<file path="src/assert_macros.svh">
// assertion helpers used by the rtl top level
// expects signals named clk and rst_n in the scope of use
`ifndef ASSERT_MACROS_SVH
`define ASSERT_MACROS_SVH

// same-cycle implication, checked out of reset
`define ASSERT_IMPLY(label, ante, cons, msg) \
  label: assert property (@(posedge clk) disable iff (!rst_n) (ante) |-> (cons)) \
    else $error(msg);

// next-cycle implication, checked out of reset
`define ASSERT_NEXT(label, ante, cons, msg) \
  label: assert property (@(posedge clk) disable iff (!rst_n) (ante) |=> (cons)) \
    else $error(msg);

`endif

</file>
<file path="src/twabs_pkg.sv">
// shared types and constants of the two-wheel anti-lock brake controller
// no dependencies
`default_nettype none

package twabs_pkg;

  localparam int SPEED_W    = 16;
  localparam int AVG_W      = 16;
  localparam int DRIVE_W    = 2;
  localparam int CFG_W      = 8;
  localparam int CFG_IDX_W  = 1;
  localparam int WINDOW_DEF = 8;

  typedef logic [CFG_W-1:0] cnt8_t;
  typedef logic signed [DRIVE_W-1:0] drive_t;

  localparam cnt8_t THRESH_RST = 8'd3;
  localparam cnt8_t PULSES_RST = 8'd5;

  // actuator command codes
  localparam drive_t DRV_ACCEL = drive_t'(2'b01);
  localparam drive_t DRV_HOLD  = drive_t'(2'b00);
  localparam drive_t DRV_SLOW  = drive_t'(2'b11);
  localparam drive_t DRV_BRAKE = drive_t'(2'b10);

  // configuration register indexes
  typedef enum logic [CFG_IDX_W-1:0] {
    REG_THRESHOLD = 1'b0,
    REG_PULSES    = 1'b1
  } cfg_reg_t;

endpackage

`default_nettype wire

</file>
<file path="src/two_wheel_abs_brake_controller.sv">
// two-wheel anti-lock brake controller, top level
// depends on twabs_pkg and assert_macros.svh
//
// usage:
//   input channel (in_valid/in_ready): one beat per sensor sample pair plus
//   the brake reference. every WINDOW beats close one averaging window.
//   result channel (out_valid/out_ready): one beat per closed window with
//   both drive commands, both window averages and the anti-lock flags.
//   config port (cfg_we/cfg_index/cfg_wdata): index 0 is the equal-count
//   threshold, index 1 the pulse count; write only while the block is idle.
// pipeline: a result passes the sum register, the reciprocal-multiply average
//   register and the control/output register after the beat that closes its window.
// throughput: one input beat per cycle while in_ready is high; results at most one per cycle.
// reset: synchronous, active low; clears sums, counters and the pipeline,
//   loads threshold 3 and pulse count 5.
// stall: when out_ready is low the output register holds; the two inner
//   stages keep filling and in_ready drops only once both are full.
`default_nettype none
`include "assert_macros.svh"

module two_wheel_abs_brake_controller #(
  parameter int WINDOW = twabs_pkg::WINDOW_DEF
) (
  input  wire logic                           clk,
  input  wire logic                           rst_n,
  input  wire logic                           in_valid,
  output logic                                in_ready,
  input  wire logic [twabs_pkg::SPEED_W-1:0]  in_speed_wheel0,
  input  wire logic [twabs_pkg::SPEED_W-1:0]  in_speed_wheel1,
  input  wire logic [twabs_pkg::SPEED_W-1:0]  in_brake_reference,
  output logic                                out_valid,
  input  wire logic                           out_ready,
  output twabs_pkg::drive_t                   out_drive_wheel0,
  output twabs_pkg::drive_t                   out_drive_wheel1,
  output logic [twabs_pkg::AVG_W-1:0]         out_average_wheel0,
  output logic [twabs_pkg::AVG_W-1:0]         out_average_wheel1,
  output logic                                out_antilock_wheel0,
  output logic                                out_antilock_wheel1,
  input  wire logic                           cfg_we,
  input  wire logic [twabs_pkg::CFG_IDX_W-1:0] cfg_index,
  input  wire logic [twabs_pkg::CFG_W-1:0]    cfg_wdata
);
  import twabs_pkg::*;

  localparam int LOG_W  = (WINDOW > 1) ? $clog2(WINDOW) : 0;
  localparam int CNT_W  = (WINDOW > 1) ? LOG_W : 1;
  localparam int SUM_W  = SPEED_W + LOG_W;
  localparam int SHIFT  = SUM_W + LOG_W;
  localparam int RCP_W  = SUM_W + 1;
  localparam int PROD_W = SUM_W + RCP_W;
  // ceil(2^SHIFT / WINDOW) gives an exact floor division for SUM_W-bit sums
  localparam longint RECIP = ((longint'(1) << SHIFT) + longint'(WINDOW) - 1)
                             / longint'(WINDOW);
  localparam logic [RCP_W-1:0] RECIP_C  = RCP_W'(RECIP);
  localparam logic [CNT_W-1:0] LAST_CNT = CNT_W'(WINDOW - 1);

  // registers
  logic [CNT_W-1:0]   cnt_r;
  logic [SUM_W-1:0]   sum0_r, sum1_r;
  logic               p1_v_r;
  logic [SUM_W-1:0]   p1_sum0_r, p1_sum1_r;
  logic [SPEED_W-1:0] p1_ref_r;
  logic               p2_v_r;
  logic [AVG_W-1:0]   p2_avg0_r, p2_avg1_r;
  logic [SPEED_W-1:0] p2_ref_r;
  logic               out_v_r;
  drive_t             out_drv0_r, out_drv1_r;
  logic [AVG_W-1:0]   out_avg0_r, out_avg1_r;
  logic               out_al0_r, out_al1_r;
  cnt8_t              thr_r, pulses_r;
  logic [AVG_W-1:0]   prev_r [2];
  cnt8_t              ecd_r  [2];
  cnt8_t              pl_r   [2];
  drive_t             last_r [2];

  // handshake and stage advance
  logic out_free, p2_free, p1_free, in_acc, win_end;
  assign out_free = !out_v_r || out_ready;
  assign p2_free  = !p2_v_r || out_free;
  assign p1_free  = !p1_v_r || p2_free;
  assign in_ready = p1_free;
  assign in_acc   = in_valid && in_ready;
  assign win_end  = (cnt_r == LAST_CNT);

  // window accumulation
  logic [SUM_W-1:0] sum0_nxt, sum1_nxt;
  assign sum0_nxt = sum0_r + SUM_W'(in_speed_wheel0);
  assign sum1_nxt = sum1_r + SUM_W'(in_speed_wheel1);

  // average by reciprocal multiply
  logic [PROD_W-1:0] prod0, prod1;
  assign prod0 = PROD_W'(p1_sum0_r) * PROD_W'(RECIP_C);
  assign prod1 = PROD_W'(p1_sum1_r) * PROD_W'(RECIP_C);

  // control period for both wheels
  logic [AVG_W-1:0] avg_c [2];
  logic             ref_zero;
  logic             active [2];
  logic             hit    [2];
  logic             qual   [2];
  logic             pulse_c [2];
  cnt8_t            dec_c  [2];
  cnt8_t            ecd_c  [2];
  cnt8_t            pla_c  [2];
  cnt8_t            pls_c  [2];
  cnt8_t            pln_c  [2];
  drive_t           drv_c  [2];

  assign avg_c[0] = p2_avg0_r;
  assign avg_c[1] = p2_avg1_r;
  assign ref_zero = (p2_ref_r == '0);

  always_comb begin
    // equal-average counting and arming
    for (int w = 0; w < 2; w++) begin
      active[w] = ref_zero && (avg_c[w] != '0);
      hit[w]    = active[w] && (avg_c[w] == prev_r[w]) && (pl_r[w] == '0);
      dec_c[w]  = ecd_r[w] - 8'd1;
      ecd_c[w]  = thr_r;
      pla_c[w]  = pl_r[w];
      if (hit[w]) begin
        if (dec_c[w] == '0) begin
          pla_c[w] = pulses_r;
        end else begin
          ecd_c[w] = dec_c[w];
        end
      end
      qual[w] = active[w] && ((pla_c[w] == '0) || (pla_c[w] == pulses_r));
    end
    // wheel sync
    for (int w = 0; w < 2; w++) begin
      pls_c[w] = (qual[0] && qual[1]) ? (pla_c[0] | pla_c[1]) : pla_c[w];
    end
    // drive selection
    for (int w = 0; w < 2; w++) begin
      pulse_c[w] = 1'b0;
      pln_c[w]   = pls_c[w];
      drv_c[w]   = last_r[w];
      if (pls_c[w] != '0) begin
        if (active[w]) begin
          drv_c[w]   = DRV_HOLD;
          pln_c[w]   = pls_c[w] - 8'd1;
          pulse_c[w] = 1'b1;
        end else begin
          pln_c[w] = '0;
        end
      end else if (active[w]) begin
        drv_c[w] = DRV_BRAKE;
      end else if (p2_ref_r > avg_c[w]) begin
        drv_c[w] = DRV_ACCEL;
      end else if (p2_ref_r < avg_c[w]) begin
        drv_c[w] = DRV_SLOW;
      end else begin
        drv_c[w] = DRV_HOLD;
      end
    end
  end

  // control state, config and stage valids
  always_ff @(posedge clk) begin
    if (!rst_n) begin
      cnt_r    <= '0;
      sum0_r   <= '0;
      sum1_r   <= '0;
      p1_v_r   <= 1'b0;
      p2_v_r   <= 1'b0;
      out_v_r  <= 1'b0;
      thr_r    <= THRESH_RST;
      pulses_r <= PULSES_RST;
      for (int w = 0; w < 2; w++) begin
        prev_r[w] <= '0;
        ecd_r[w]  <= THRESH_RST;
        pl_r[w]   <= '0;
        last_r[w] <= DRV_HOLD;
      end
    end else begin
      if (cfg_we) begin
        case (cfg_reg_t'(cfg_index))
          REG_THRESHOLD: thr_r    <= cfg_wdata;
          REG_PULSES:    pulses_r <= cfg_wdata;
          default:       ;
        endcase
      end
      if (in_acc) begin
        if (win_end) begin
          cnt_r  <= '0;
          sum0_r <= '0;
          sum1_r <= '0;
        end else begin
          cnt_r  <= cnt_r + 1'b1;
          sum0_r <= sum0_nxt;
          sum1_r <= sum1_nxt;
        end
      end
      if (p1_free) begin
        p1_v_r <= in_acc && win_end;
      end
      if (p2_free) begin
        p2_v_r <= p1_v_r;
      end
      if (out_free) begin
        out_v_r <= p2_v_r;
      end
      if (out_free && p2_v_r) begin
        for (int w = 0; w < 2; w++) begin
          prev_r[w] <= avg_c[w];
          ecd_r[w]  <= ecd_c[w];
          pl_r[w]   <= pln_c[w];
          last_r[w] <= drv_c[w];
        end
      end
    end
  end

  // payload registers
  always_ff @(posedge clk) begin
    if (p1_free && in_acc && win_end) begin
      p1_sum0_r <= sum0_nxt;
      p1_sum1_r <= sum1_nxt;
      p1_ref_r  <= in_brake_reference;
    end
    if (p2_free && p1_v_r) begin
      p2_avg0_r <= AVG_W'(prod0 >> SHIFT);
      p2_avg1_r <= AVG_W'(prod1 >> SHIFT);
      p2_ref_r  <= p1_ref_r;
    end
    if (out_free && p2_v_r) begin
      out_drv0_r <= drv_c[0];
      out_drv1_r <= drv_c[1];
      out_avg0_r <= avg_c[0];
      out_avg1_r <= avg_c[1];
      out_al0_r  <= pulse_c[0];
      out_al1_r  <= pulse_c[1];
    end
  end

  // result port
  assign out_valid           = out_v_r;
  assign out_drive_wheel0    = out_drv0_r;
  assign out_drive_wheel1    = out_drv1_r;
  assign out_average_wheel0  = out_avg0_r;
  assign out_average_wheel1  = out_avg1_r;
  assign out_antilock_wheel0 = out_al0_r;
  assign out_antilock_wheel1 = out_al1_r;

  // checks
  `ASSERT_IMPLY(a_pulse_is_hold, out_v_r && out_al0_r, out_drv0_r == DRV_HOLD, "pulse beat without hold drive")
  `ASSERT_NEXT(a_window_to_sum_stage, in_acc && win_end, p1_v_r, "closed window lost before sum stage")
  `ASSERT_NEXT(a_avg_stage_holds, p2_v_r && !out_free, p2_v_r && $stable(p2_avg0_r), "average stage changed under stall")

endmodule

`default_nettype wire

</file>
<file path="config.mk">
export PLATFORM = sky130hd
export DESIGN_NAME = two_wheel_abs_brake_controller
export DESIGN_NICKNAME = d
export VERILOG_FILES = /design/src/twabs_pkg.sv /design/src/two_wheel_abs_brake_controller.sv
export VERILOG_INCLUDE_DIRS = /design/src /design/src/src
export SDC_FILE = /design/constraint.sdc
export NUM_CORES = 1
export LEC_CHECK = 0
export BUFFER_PORTS_ARGS = -buffer_cell sky130_fd_sc_hd__buf_2
export CELL_PAD_IN_SITES_DETAIL_PLACEMENT = 0
export CELL_PAD_IN_SITES_GLOBAL_PLACEMENT = 1
export CORE_MARGIN = 10
export CORE_UTILIZATION = 45
export CTS_BUF_LIST = sky130_fd_sc_hd__clkbuf_2
export DETAILED_ROUTE_END_ITERATION = 8
export PLACE_DENSITY_LB_ADDON = 0.05
export SYNTH_ARGS = -nofsm -noshare
export SYNTH_HDL_FRONTEND = slang
export SYNTH_SLANG_ARGS = --single-unit
</file>
<file path="constraint.sdc">
create_clock -name clk -period 4.8 [get_ports clk]
set_input_delay 0.48 -clock clk [delete_from_list [all_inputs] [get_ports clk]]
set_output_delay 0.48 -clock clk [all_outputs]
set_load 0.03 [all_outputs]
</file>
# ---- Yosys cells after proc, flatten, opt, wreduce, memory -nomap -nowiden
# Memories as Yosys holds them, arrays and structs flattened.
# Index checks and enable logic that the tools add are counted.
dict set report op_classes {
  add_sub_neg 7
  n_reduce_logical 36
  bitwise_logic 10
  order_cmp 4
  n_mux 41
  eq_ne 5
}
# cell count
set op_table {}
lappend op_table {{8-bit 2-to-1 mux} 18}
lappend op_table {{8-bit logical NOT} 6}
lappend op_table {{19-bit by 16-bit adder with 19-bit output} 2}
lappend op_table {{19-bit 2-to-1 mux} 2}
lappend op_table {{16-bit == test} 2}
lappend op_table {{16-bit greater-than comparator} 2}
lappend op_table {{16-bit < comparator} 2}
lappend op_table {{16-bit 2-to-1 mux} 2}
lappend op_table {{16-bit nonzero test} 2}
lappend op_table {{8-bit by 1-bit subtractor with 8-bit output (second input constant)} 4}
lappend op_table {{2-bit 2-to-1 mux} 12}
lappend op_table {{8-bit == test} 2}
lappend op_table {{16-bit logical NOT} 1}
lappend op_table {{8-bit nonzero test} 2}
lappend op_table {{1-bit logical AND} 15}
lappend op_table {{1-bit bitwise OR} 8}
lappend op_table {{8-bit bitwise OR} 1}
lappend op_table {{1-bit 2-to-1 mux} 6}
lappend op_table {{1-bit logical OR} 5}
lappend op_table {{2-bit AND reduction} 2}
lappend op_table {{3-bit by 1-bit adder with 3-bit output (second input constant)} 1}
lappend op_table {{3-bit == test (second input constant)} 1}
lappend op_table {{1-bit logical NOT} 3}
lappend op_table {{3-bit 2-to-1 mux} 1}
lappend op_table {{1-bit inverter} 1}
dict set report totals {
  out_inout_bits 40
  ramBits 68
  mem_count 4
  register_bits 200
}
# name depth width read_ports rd_clocked_by_memory_dff write_ports line
set mem_list {}
lappend mem_list {prev_r 2 16 2 0 2 two_wheel_abs_brake_controller.sv:71} ;# logic [AVG_W-1:0] prev_r [2];
lappend mem_list {ecd_r 2 8 2 0 2 two_wheel_abs_brake_controller.sv:72} ;# cnt8_t ecd_r [2];
lappend mem_list {pl_r 2 8 2 0 2 two_wheel_abs_brake_controller.sv:73} ;# cnt8_t pl_r [2];
lappend mem_list {last_r 2 2 2 0 2 two_wheel_abs_brake_controller.sv:74} ;# drive_t last_r [2];

# ---- Depth between registers and ports, before layout
dict set report logic_depth {
  word_depth 14
  depth_mapped 17
  ltp_nobuf 14
}

# ---- Worst setup path before layout
# No wires, ideal clock.
dict set report synth_timing {
  kind {reg-to-reg}
  startpoint {register out_v_r, in the netlist out_valid}
  endpoint {register p2_avg0_r[0], enable pin}
  path_slack_ns 0.127
  stages_incl_launch_ff 3
  t_arrival_ns 4.146
  synth_period_minus_slack_ns 4.673
  required_ns 4.273
  setup_ns 0.527
  cell_sequence {dfxtp_1 > nor2b_1 > a21boi_0}
}
dict set report synth_via {
  elab_chain_cells 4
}
# item line
set synth_lines {}
lappend synth_lines {{from (decl)} two_wheel_abs_brake_controller.sv:66} ;# logic out_v_r;
lappend synth_lines {{from (signal assigned)} two_wheel_abs_brake_controller.sv:202} ;# out_v_r <= p2_v_r;
lappend synth_lines {{1-bit logical NOT} two_wheel_abs_brake_controller.sv:78} ;# assign out_free = !out_v_r || out_ready;
lappend synth_lines {{1-bit logical OR} two_wheel_abs_brake_controller.sv:78}
lappend synth_lines {{1-bit logical OR} two_wheel_abs_brake_controller.sv:79} ;# assign p2_free = !p2_v_r || out_free;
lappend synth_lines {{1-bit logical AND} two_wheel_abs_brake_controller.sv:222} ;# if (p2_free && p1_v_r) begin
lappend synth_lines {{to (signal assigned)} two_wheel_abs_brake_controller.sv:223} ;# p2_avg0_r <= AVG_W'(prod0 >> SHIFT);
lappend synth_lines {{to (decl)} two_wheel_abs_brake_controller.sv:64} ;# logic [AVG_W-1:0] p2_avg0_r, p2_avg1_r;
# Every way passes these cells.
# A chain may end at the register's enable or synchronous reset.

==> metrics.md <==
| Metric | Value |
|---|---|
| Final instance area | about 15,000 um^2 |
| Post-synth EDFFs | slightly above 200 |
| Post-synthesis sequential area ratio | between 50 and 60% |
| Setup TNS | 0 ps |
| Clk slew on worst S/H paths | ~90 ps |
| Buffers on Ports | about 100 |
| Synth cell count leaders | edfxtp_1, nor2_1, nand2_1 |
| Crit-path cells | inv_1 > ha_1 > nor3b_1 > nand4_1 > a211oi_1 > nor4b_4 > buf_4 > a21o_1 > a21oi_1 > ha_1 > nand2_1 > a211oi_4 > or3_1 > a31oi_2 |
| Int Pwr | approximately 3.4 mW |
| Pwr Total | roughly 4.7 mW |
| Switching power total | 1.29 mW |
| Critical Path End | pl_r[0][4]$_SDFFCE_PN0P_ |
| Comb power frac | between 10% and 20% |
| Gr ovfl total | 0 |
| Area leader, netlist | edfxtp_1 |
| Worst setup EP type | flop |
| Critical Path Most Common Cell | ha_1 |
| Largest cells by area after synthesis | edfxtp_1, dfxtp_1, ha_1 |
| Part of the power in registers | 54.5% |
| Final wirelength | roughly 33,000 um |
| DRC viols | 0 |
| RSZ-0062 raised after global routing | false |
| Syn_nets | ~1,300 |
| Post-Syn Instances | 1,202 |
| Clk network pwr share | ~34% |
| CP required | ~5400 ps |
| CTS Root Cell | clkbuf_2 |
| Distinct cell type count after synthesis | 67 |
| CP max-delay cell | or3_1 |
| Full die area | about 37,000 um^2 |
| Crit Path Max Fanout | 15 |
| Hold Buf Count CTS | 29 |
| DR vias | 9,720 |
| Postcts setup bufs | 0 |
| Global-route wire length before repair | ~53,000 um |
| Sw frac | ~28% |
| Hold Vio Cnt, Final | 0 |
| Setup CP Type | flop to flop |
| Core Region | between 20,000 and 30,000 um^2 |
| Worst EP arrival | ~4600 ps |
| Worst R2R Setup Slack | 850 ps |
| Layout area overhead | 14.3% |
| Die Y | approximately 190 um |
| CTS sink count | approximately 260 |
| CTS tree | built |
| Leakage | about 6.1 nW |
| Synth Flop Type | edfxtp_1 |
| Outcome | complete, no violations |
| Via density | between 5 and 6 |
| Tot GR Track Use | 18.1% |
| Final nets | approximately 1,500 |
| Post-cts resize count | 0 |
| R2R Path Start | ecd_r[0][8]$_SDFFCE_PN1P_ |
| Clock buffer depth | 3 |
| Synth top area share | a little under half |
| Most frequent cell after synthesis | edfxtp_1 |
| R2R depth | 14 |
| Startpoint type of the worst setup path | flop |
| Min cycle time layout | 3950 ps |
| Slew @ Worst Pin | between 1000 and 1500 ps |
| Mean area per synthesized cell | about 11 um^2 |
| Share of async-settable or async-resettable flops after synthesis | 0% |
| Power density over the cells | 308 nW/um^2 |
| Largest net degree at the start of global routing | 52 |
| # rows | 62 |
| Router iterations before antenna repair | 5 |
| Die X | 192 um |
| Detailed placement HPWL | 24,000 um |
| H-tree depth | 3 |
| Initial core utilization | 46.0% |
| Fraction of final layout cells with drive strength greater than 1 | around 18% |
| Final ANT Viol Nets | 0 |
| Slew Limit Headroom | approximately a quarter |
| Max Transition Viols Final | 0 |
| Initial antenna violation count | 1 |
| Max-cap violations | 0 |
| Final period utilization | between 80 and 90% |
| Placer Congestion | just under 0.9 |
| Hold crit path type | primary input to flop |
| Vias in the first global route | around 9,800 |
| Clk_lat worst skew | between 800 and 900 ps |
| WL/cell | 18.4 um |
| Post-DP Area | approximately 14,000 um^2 |
| CTS buffer count | 72 |
| Critical path origin | ecd_r[0][8]$_SDFFCE_PN1P_ |
| Worst vdd ir | roughly 0.18 mV |
| Post-Syn Area | between 10,000 and 15,000 um^2 |
| Num ports | 102 |
| Synth warnings | 0 |
| DRT iter0 DRCs | roughly 580 |
| Largest stage delay on the critical path | roughly 520 ps |
| Count of state elements after synthesis | 262 |
| Worst r2r dst | pl_r[0][4]$_SDFFCE_PN0P_ |
| Final setup vio count | 0 |
| Worst hold margin | 119 ps |
| Fmax achieved | 0.253 GHz |
| Clock skew | 67.8 ps |
critical path, delay by kind of cell, from the launching register on:
family / cells / cell delay, ps
compound gates: 5 / 900
fa+ha+maj: 2 / 500
buf+inv: 2 / 360
flops: 1 / 470
simple gates: 5 / 1560
layer usage:
layer | global-route usage, % | vias to the layer above | part of all wire [%]
li1 | - | 4823 | -
met1 | 23.5 | 4604 | 46
met2 | 29.4 | 238 | 48
met3 | 4.01 | 55 | 4.9
met4 | 6.28 | 0 | 2.0
met5 | 0 | - | 0
power groups by stage:
stage	sequential (mW)	combinational [mW]	clock [mW]
floorplan	2.59	0.401	0
global placement	2.61	0.528	0
detailed placement	2.61	0.530	0
CTS	2.56	0.551	1.66
global route	2.57	0.620	1.77
finish	2.56	0.548	1.59
how the worst min path moves through the flow:
stage,cells past startpoint,startpoint,slack [ps],endpoint
global placement,0,p1_sum1_r[16]$_DFFE_PP_,400,p2_avg1_r[13]$_DFFE_PP_
global route,3,in_speed_wheel1[10],60,p1_sum1_r[10]$_DFFE_PP_
detailed placement,0,p1_sum1_r[6]$_DFFE_PP_,400,p2_avg1_r[3]$_DFFE_PP_
finish,2,rst_n,120,thr_r[0]$_SDFFE_PN1P_
floorplan,0,p1_sum0_r[3]$_DFFE_PP_,400,p2_avg0_r[0]$_DFFE_PP_
CTS,2,rst_n,6,thr_r[0]$_SDFFE_PN1P_
cell families (layout without fill, tap and decap cells):
logic type                 Yosys count  in the layout  synth area share, %
and+or+nand+nor                    407            407                 15.7
AOI/OAI and AO/OA                  269            269                 13.6
DFF                                262            262                 54.6
buffers and inverters               97            326                 2.78
xor gates and xnor gates            84             84                 5.53
adders and majority gates           74             74                 7.07
muxes                                9              9                0.706
other                                0              1                    0
flip-flops by register name (all words and copies together), names as in the netlist, 3 cells and up:
| name | cells |
|---|---|
| out_average_wheel1 | 16 |
| last_r | 4 |
| p2_avg0_r | 16 |
| p2_ref_r | 16 |
| cnt_r | 3 |
| ecd_r | 16 |
| p1_sum1_r | 16 |
| thr_r | 8 |
| p1_ref_r | 16 |
| out_average_wheel0 | 16 |
| p1_sum0_r | 16 |
| p2_avg1_r | 16 |
| prev_r | 32 |
| sum1_r | 19 |
| sum0_r | 19 |
| pl_r | 16 |
| pulses_r | 8 |
through the flow:
step | worst slack (ps) | instances | util, %
after detailed placement | 912 | 1656 | 49.3
after global placement | 1020 | 1656 | 49.3
after floorplan | 127 | 1202 | -
final | 848 | 1816 | 52.6
after global routing | 564 | 1816 | 52.6
after CTS | 832 | 1815 | 52.5
cell usage in the layout (no fill, tap or decap), types with 10 or more instances in the layout:
| cell | synthesis | final |
|---|---|---|
| a31oi_1 | 13 | 13 |
| clkinv_1 | 0 | 16 |
| xnor2_1 | 24 | 24 |
| nor3_1 | 19 | 19 |
| buf_4 | 0 | 12 |
| o21a_1 | 19 | 19 |
| buf_2 | 4 | 101 |
| and2_1 | 11 | 10 |
| nand2b_1 | 17 | 16 |
| nor2b_1 | 31 | 31 |
| o21ai_0 | 36 | 36 |
| o211ai_1 | 12 | 12 |
| nand4_1 | 14 | 14 |
| nor4_1 | 30 | 30 |
| a21o_1 | 24 | 24 |
| or3_1 | 17 | 17 |
| a21oi_1 | 67 | 67 |
| nand2_1 | 90 | 89 |
| inv_1 | 53 | 53 |
| edfxtp_1 | 202 | 202 |
| nor2_1 | 111 | 109 |
| a22oi_1 | 30 | 30 |
| dlygate4sd3_1 | 0 | 29 |
| nand3_1 | 22 | 22 |
| a21boi_0 | 17 | 16 |
| ha_1 | 72 | 72 |
| xor2_1 | 60 | 60 |
| a211oi_1 | 11 | 11 |
| dfxtp_1 | 60 | 60 |
| clkbuf_2 | 0 | 106 |
cell type report:
type	count	area (um^2)
fillers	2683	13700
flip-flops and latches	262	7270
multi-input cells	843	5690
repair buffers	143	906
clock buffers	106	531
well taps	384	480
inverters	53	199
clock inverters	24	130
diodes	1	2.50
Note: power is estimated with default switching activity, not from simulation.
